--- src/rtl/ureg_pkg.sv ---
// Shared types, register offsets and control bit positions for the UART register block.
package ureg_pkg;

	// Transaction kind carried on the input tuser.
	typedef enum logic [1:0] {
		KIND_READ  = 2'd0,
		KIND_WRITE = 2'd1,
		KIND_RX    = 2'd2
	} kind_t;

	// Register offsets, new map and legacy map.
	localparam logic [3:0] ADDR_STATUS     = 4'd0;
	localparam logic [3:0] ADDR_CTRL_B     = 4'd1;
	localparam logic [3:0] ADDR_CTRL_C     = 4'd2;
	localparam logic [3:0] ADDR_BAUD       = 4'd4;
	localparam logic [3:0] ADDR_ZERO       = 4'd5;
	localparam logic [3:0] ADDR_DATA       = 4'd6;
	localparam logic [3:0] ADDR_OLD_BAUD   = 4'd9;
	localparam logic [3:0] ADDR_OLD_CTRL_B = 4'd10;
	localparam logic [3:0] ADDR_OLD_STATUS = 4'd11;
	localparam logic [3:0] ADDR_OLD_DATA   = 4'd12;
	localparam logic [3:0] ADDR_OLD_CTRL_C = 4'd13;

	// Control B interrupt enables and status bits.
	localparam int unsigned BIT_RX_IRQ    = 7;
	localparam int unsigned BIT_TX_IRQ    = 6;
	localparam int unsigned BIT_EMPTY_IRQ = 5;
	localparam logic [7:0] STATUS_BASE    = 8'h60;
	localparam logic [7:0] STATUS_FULL    = 8'h80;

	localparam int unsigned TDATA_W = 24;
	localparam int unsigned TUSER_W = 2;

	typedef struct packed {
		logic [7:0] rx_byte;
		logic       rx_valid;
		logic [7:0] write_value;
		logic [3:0] reg_address;
		logic [1:0] kind;
	} item_t;

	typedef struct packed {
		logic [7:0] read_data;
		logic       tx_valid;
		logic [7:0] tx_byte;
		logic       rx_taken;
		logic       irq_receive;
		logic       irq_transmit;
		logic       irq_data_empty;
	} result_t;

endpackage

--- src/rtl/ureg_core.sv ---
// Register file, receive holder and per-transaction decode of the UART register block.
module ureg_core
	import ureg_pkg::*;
(
	input  logic    clk,
	input  logic    arst_n,
	input  logic    en,
	input  item_t   item,
	output result_t result
);

	logic [7:0] baud_q, ctrl_b_q, ctrl_c_q, holder_byte_q;
	logic       holder_full_q;

	logic [7:0] baud_d, ctrl_b_d, ctrl_c_d, holder_byte_d;
	logic       holder_full_d;
	logic [7:0] status;

	assign status = STATUS_BASE | (holder_full_q ? STATUS_FULL : 8'h00);

	always_comb begin
		baud_d        = baud_q;
		ctrl_b_d      = ctrl_b_q;
		ctrl_c_d      = ctrl_c_q;
		holder_byte_d = holder_byte_q;
		holder_full_d = holder_full_q;
		result        = '0;
		unique case (kind_t'(item.kind))
			KIND_READ: begin
				unique case (item.reg_address)
					ADDR_STATUS, ADDR_OLD_STATUS: result.read_data = status;
					ADDR_CTRL_B, ADDR_OLD_CTRL_B: result.read_data = ctrl_b_q;
					ADDR_CTRL_C, ADDR_OLD_CTRL_C: result.read_data = ctrl_c_q;
					ADDR_BAUD, ADDR_OLD_BAUD:     result.read_data = baud_q;
					ADDR_DATA, ADDR_OLD_DATA: begin
						// Take the held byte; an empty holder reads zero.
						if (holder_full_q) begin
							result.read_data = holder_byte_q;
							holder_full_d    = 1'b0;
						end
					end
					default: result.read_data = 8'h00;
				endcase
			end
			KIND_WRITE: begin
				unique case (item.reg_address)
					ADDR_CTRL_B, ADDR_OLD_CTRL_B: begin
						ctrl_b_d              = item.write_value;
						result.irq_data_empty = item.write_value[BIT_EMPTY_IRQ];
					end
					ADDR_CTRL_C, ADDR_OLD_CTRL_C: ctrl_c_d = item.write_value;
					ADDR_BAUD, ADDR_OLD_BAUD:     baud_d   = item.write_value;
					ADDR_DATA, ADDR_OLD_DATA: begin
						result.tx_valid       = 1'b1;
						result.tx_byte        = item.write_value;
						result.irq_transmit   = ctrl_b_q[BIT_TX_IRQ];
						result.irq_data_empty = ctrl_b_q[BIT_EMPTY_IRQ];
					end
					default: ;
				endcase
			end
			KIND_RX: begin
				// Accept only into an empty holder; drop otherwise.
				if (item.rx_valid && !holder_full_q) begin
					holder_byte_d      = item.rx_byte;
					holder_full_d      = 1'b1;
					result.rx_taken    = 1'b1;
					result.irq_receive = ctrl_b_q[BIT_RX_IRQ];
				end
			end
			default: ;
		endcase
	end

	always_ff @(posedge clk or negedge arst_n) begin
		if (!arst_n) begin
			baud_q        <= '0;
			ctrl_b_q      <= '0;
			ctrl_c_q      <= '0;
			holder_byte_q <= '0;
			holder_full_q <= 1'b0;
		end else if (en) begin
			baud_q        <= baud_d;
			ctrl_b_q      <= ctrl_b_d;
			ctrl_c_q      <= ctrl_c_d;
			holder_byte_q <= holder_byte_d;
			holder_full_q <= holder_full_d;
		end
	end

endmodule

--- src/rtl/uart_register_block.sv ---
// Top level of the UART register block: input register, decode core and result register.
// Input register, then result register; the decode core is a single combinational pass.
// Throughput: one transaction per cycle while the result register is empty or drained.
// The input stays ready while a finished result waits, as long as the input register is free.
// Reset (arst_n low, asynchronous) empties both pipeline stages, clears baud, control B,
// control C and the receive holder (empty, byte zero).
module uart_register_block
	import ureg_pkg::*;
(
	input  logic               clk,
	input  logic               arst_n,
	// Request stream
	input  logic               s_axis_tvalid,
	output logic               s_axis_tready,
	// tdata, low bit up: reg_address[3:0], write_value[11:4], rx_valid[12],
	// rx_byte[20:13], zero pad[23:21]
	input  logic [TDATA_W-1:0] s_axis_tdata,
	// tuser: kind[1:0] (0 read, 1 write, 2 receive offer)
	input  logic [TUSER_W-1:0] s_axis_tuser,
	// Result stream
	output logic               m_axis_tvalid,
	input  logic               m_axis_tready,
	// tdata, low bit up: read_data[7:0], tx_valid[8], tx_byte[16:9], rx_taken[17],
	// irq_receive[18], irq_transmit[19], irq_data_empty[20], zero pad[23:21]
	output logic [TDATA_W-1:0] m_axis_tdata
);

	logic    valid_s1;
	item_t   item_s1;
	logic    valid_q;
	result_t result_q;
	result_t result;
	logic    advance;

	// Move the stage-1 transaction into the result register when that register is
	// empty or being drained this cycle; the register state updates on the same edge.
	assign advance       = valid_s1 && (!valid_q || m_axis_tready);
	assign s_axis_tready = !valid_s1 || advance;

	// Input register.
	always_ff @(posedge clk or negedge arst_n) begin
		if (!arst_n) begin
			valid_s1 <= 1'b0;
		end else if (s_axis_tready) begin
			valid_s1 <= s_axis_tvalid;
		end
	end

	always_ff @(posedge clk) begin
		if (s_axis_tready && s_axis_tvalid) begin
			item_s1.kind        <= s_axis_tuser;
			item_s1.reg_address <= s_axis_tdata[3:0];
			item_s1.write_value <= s_axis_tdata[11:4];
			item_s1.rx_valid    <= s_axis_tdata[12];
			item_s1.rx_byte     <= s_axis_tdata[20:13];
		end
	end

	// Decode and state update; state commits only when the transaction advances.
	ureg_core u_core (
		.clk    (clk),
		.arst_n (arst_n),
		.en     (advance),
		.item   (item_s1),
		.result (result)
	);

	// Result register: hold until the consumer takes it.
	always_ff @(posedge clk or negedge arst_n) begin
		if (!arst_n) begin
			valid_q <= 1'b0;
		end else if (advance) begin
			valid_q <= 1'b1;
		end else if (m_axis_tready) begin
			valid_q <= 1'b0;
		end
	end

	always_ff @(posedge clk) begin
		if (advance) begin
			result_q <= result;
		end
	end

	assign m_axis_tvalid = valid_q;
	assign m_axis_tdata  = {3'b000,
		result_q.irq_data_empty,
		result_q.irq_transmit,
		result_q.irq_receive,
		result_q.rx_taken,
		result_q.tx_byte,
		result_q.tx_valid,
		result_q.read_data};

endmodule

--- config.mk ---
export PLATFORM = sky130hd
export DESIGN_NAME = uart_register_block
export DESIGN_NICKNAME = d
export VERILOG_FILES = /design/src/rtl/ureg_pkg.sv /design/src/rtl/ureg_core.sv /design/src/rtl/uart_register_block.sv
export SDC_FILE = /design/constraint.sdc
export NUM_CORES = 1
export LEC_CHECK = 0
export ABC_CLOCK_PERIOD_IN_PS = 2300
export BUFFER_PORTS_ARGS = -buffer_cell sky130_fd_sc_hd__buf_2
export CAP_MARGIN = 20
export CORE_MARGIN = 8
export CORE_UTILIZATION = 40
export DETAILED_ROUTE_END_ITERATION = 10
export GPL_TIMING_DRIVEN = 0
export SLEW_MARGIN = 5
export SYNTH_ARGS = -nofsm -noshare
export SYNTH_HDL_FRONTEND = slang
export SYNTH_SLANG_ARGS = --single-unit
--- constraint.sdc ---
create_clock -name clk -period 2.3 [get_ports clk]
set_input_delay 0.46 -clock clk [delete_from_list [all_inputs] [get_ports clk]]
set_output_delay 0.46 -clock clk [all_outputs]
set_load 0.1 [all_outputs]
==> flow_summary.toml <==
[floorplan]
dieArea_um2 = 12000
start_util_pct = 40.6
io_pins = 56
core_um2 = 8590
dieHeight_um = 109
rows = 34
die_x_um = 109

[power_and_ir_drop]
peakVddDrop_v = 0.000344
p_int_mw = 2.45
p_leak_nw = 1.65
p_comb_share_pct = 18.6
power.density_nw_per_um2 = 864
switching_power_mw = 1.08
clkPwrFrac_pct = 28.8
swShare_pct = 30.5
p_seq_share_pct = 52.5

[setup_path]
crit_chain = "nand2b_1 -> nand2_1 -> clkinvlp_4 -> nand2_1 -> mux2_2"
startpoint_type = "flop"
cp.required_ns = 2.54
max_stage_delay_ns = 0.50
end_kind = "flop"
crit_type = "flop to flop"
arrival_ns = 2.29
worst-path-max-fanout = 22
slowest_stage = "nand2_1"
path_buf_inv = 1
path_delay_family = "simple AND/OR/NAND/NOR gates"
crit_path_frequent_cell = "nand2_1"

[yosys]
synth_compound_area_share_pct = 9.82
synth_warnings = 0
synth_cell_types = 56
avgSynthCellArea_um2 = 14.8
yosys_most_used_dff = "edfxtp_1"
synth_xor_area_share_pct = 0.251
seq_area_frac_synth_pct = 62.9
syn_area_um2 = 3490
async_reset_ff_share_pct = 44.3
synth_edf_count = 44
synthMuxAreaShare_pct = 13.5
synth-seq-cells = 79
synth_cells = 236
synthAdderAreaFrac_pct = 0
yosys.area_share.simple_pct = 10.2
synth_top_family_by_area = "multiplexers"

[route]
drc = 0
routed-via-count = 2122
met1_length_um = 3380
drt-vias-per-instance = 5.16
routed_wl_um = 7430
wl_met3_um = 397
antenna_left = 0
drt-initial-drc-count = 121
drt_pre_antenna_iters = 4
top_layer = "met4"
route.met2.wl_um = 3560
wl_per_cell_um = 18.1

[sta]
relSlewSlack_pct = 45.6
drv_slew = 0
hold_violations = 0
fin_setup_tns_ns = 0
fmax_ghz = 0.488
setup_violations = 0
rsz0062_at_grt = "no"
post-route-period-util_pct = 89.0
fin_ws_ns = 0.252
tightest_slew_ns = 0.816
fin_skew_ns = 0.0109
hold_ws_ns = 0.191
period_minus_slack_ns = 2.05

[cells_and_area]
diodes = 0
drive_gt1_share_pct = 40.6
instances_no_fill = 411
multi_input_area_um2 = 1200
final_cell_area_um2 = 4090
fillerInstances = 776
fin_nets = 328
seqCellArea_um2 = 2200
syn_to_final_growth_pct = 17.0

[cts]
post_cts_resized = 1
numCtsBuffers = 9
clk-insertion-delay-late_ns = 0.35
cts_buffer_depth = 2
hold_buffers = 0
tritoncts = "yes"
postCtsSetupBuffers = 0
path_clk_slew_ns = 0.08
cts_sinks = 79
htreeDepth = 3
cts_root_buffer = "clkbuf_8"

[worst_hold_path]
min_path_type = "input pin to asynchronous set/reset pin"

[global_route]
grt_pass1_vias = 2273
grt_pass1_wl_um = 11800
grt_start_max_net_pins = 36
grt_usage_pct = 13.2
antenna_found_initial = 0
grt_overflow = 0

[placed_design]
dpl.cell_count = 395
port_buffers = 49
post-place-ws_ns = -0.166
hpwl_um = 5010
place_area_um2 = 3880
gp_congestion = 0.906

[flow_run]
maxCapViolations = 0

[run_status]
status = "finished, final reports clean"
## worst paths after layout
| path | startpoint | end | slack (ns) | depth (start not counted) |
|---|---|---|---|---|
| min reg2reg | item_s1[16]$_DFFE_PP_ | u_core.holder_byte_q[1]$_DFFE_PN0P_ | 0.48 | 1 |
| max reg2reg | m_axis_tvalid$_DFFE_PN0P_ | u_core.holder_byte_q[7]$_DFFE_PN0P_ | 0.25 | 5 |
| max | m_axis_tvalid$_DFFE_PN0P_ | u_core.holder_byte_q[7]$_DFFE_PN0P_ | 0.25 | 5 |
| min | arst_n | valid_s1$_DFFE_PN0N_ | 0.19 | 1 |
| max in group asynchronous | arst_n | m_axis_tvalid$_DFFE_PN0P_ | 1.56 | 1 |
| min in group clk | s_axis_tdata[13] | item_s1[15]$_DFFE_PP_ | 0.27 | 1 |
## cell type report
class	instances	share of cell area, %
timing repair buffer	49	6.00
inverter	5	0.551
buffer	11	2.24
sequential	79	53.8
clock inverter	7	1.81
multi-input combinational	143	29.3
clock buffer	9	3.03
tap	108	3.31
## routing by layer
metal | vias to the layer above | track usage (%)
met5 | - | 0
met2 | 54 | 21.0
met1 | 1055 | 16.4
met3 | 6 | 4.04
met4 | 0 | 5.50
li1 | 1007 | -
## synth_stat cells, types with 4 or more instances
master / n / area (um^2)
a22oi_1: 9 / 67.6
inv_1: 5 / 18.8
mux2i_1: 7 / 70.1
nand2_1: 10 / 37.5
edfxtp_1: 44 / 1320
o21ai_0: 6 / 30.0
and2_1: 12 / 75.1
a21oi_1: 8 / 40.0
nand2b_1: 4 / 25.0
buf_4: 4 / 30.0
dfrtp_1: 35 / 876
o2bb2ai_1: 6 / 52.6
mux2_2: 23 / 259
mux2_4: 8 / 120
## power by group through the flow
stage	Clock (mW)	Combinational, mW	Sequential (mW)
global route	1.11	0.703	1.88
finish	1.02	0.657	1.85
global placement	0	0.647	1.87
floorplan	0	0.346	2.03
CTS	1.05	0.665	1.85
detailed placement	0	0.662	1.88
## state kept, by name (all words and copies together) (netlist names)
signal,count
item_s1,23
m_axis_tdata,21
u_core.baud_q,8
u_core.ctrl_b_q,8
u_core.ctrl_c_q,8
u_core.holder_byte_q,8
m_axis_tvalid,1
u_core.holder_full_q,1
valid_s1,1
## per-stage QoR
step | total power, mW | util, %
after floorplan | 2.38 | -
after global placement | 2.52 | 45.2
after detailed placement | 2.54 | 45.2
after CTS | 3.57 | 47.6
after global routing | 3.69 | 47.6
final | 3.53 | 47.6
## cells in the final DEF, fill, tap and decap left out, drive strengths merged, types with 6 or more instances in the layout
master    n
mux2i     7
clkbuf   10
edfxtp   44
dfrtp    35
o21ai     7
a22oi     9
nand2    11
o2bb2ai   6
mux2     33
buf      59
and2     13
a21oi     9
## cell families (layout without fill, tap and decap cells)
family,after synthesis,count (layout)
AOI/OAI and AO/OA,46,46
xor gates and xnor gates,1,1
buffers and inverters,16,81
DFF,79,79
muxes,40,40
other,1,3
and+or+nand+nor,53,53
Power figures use the tool's default switching activity.
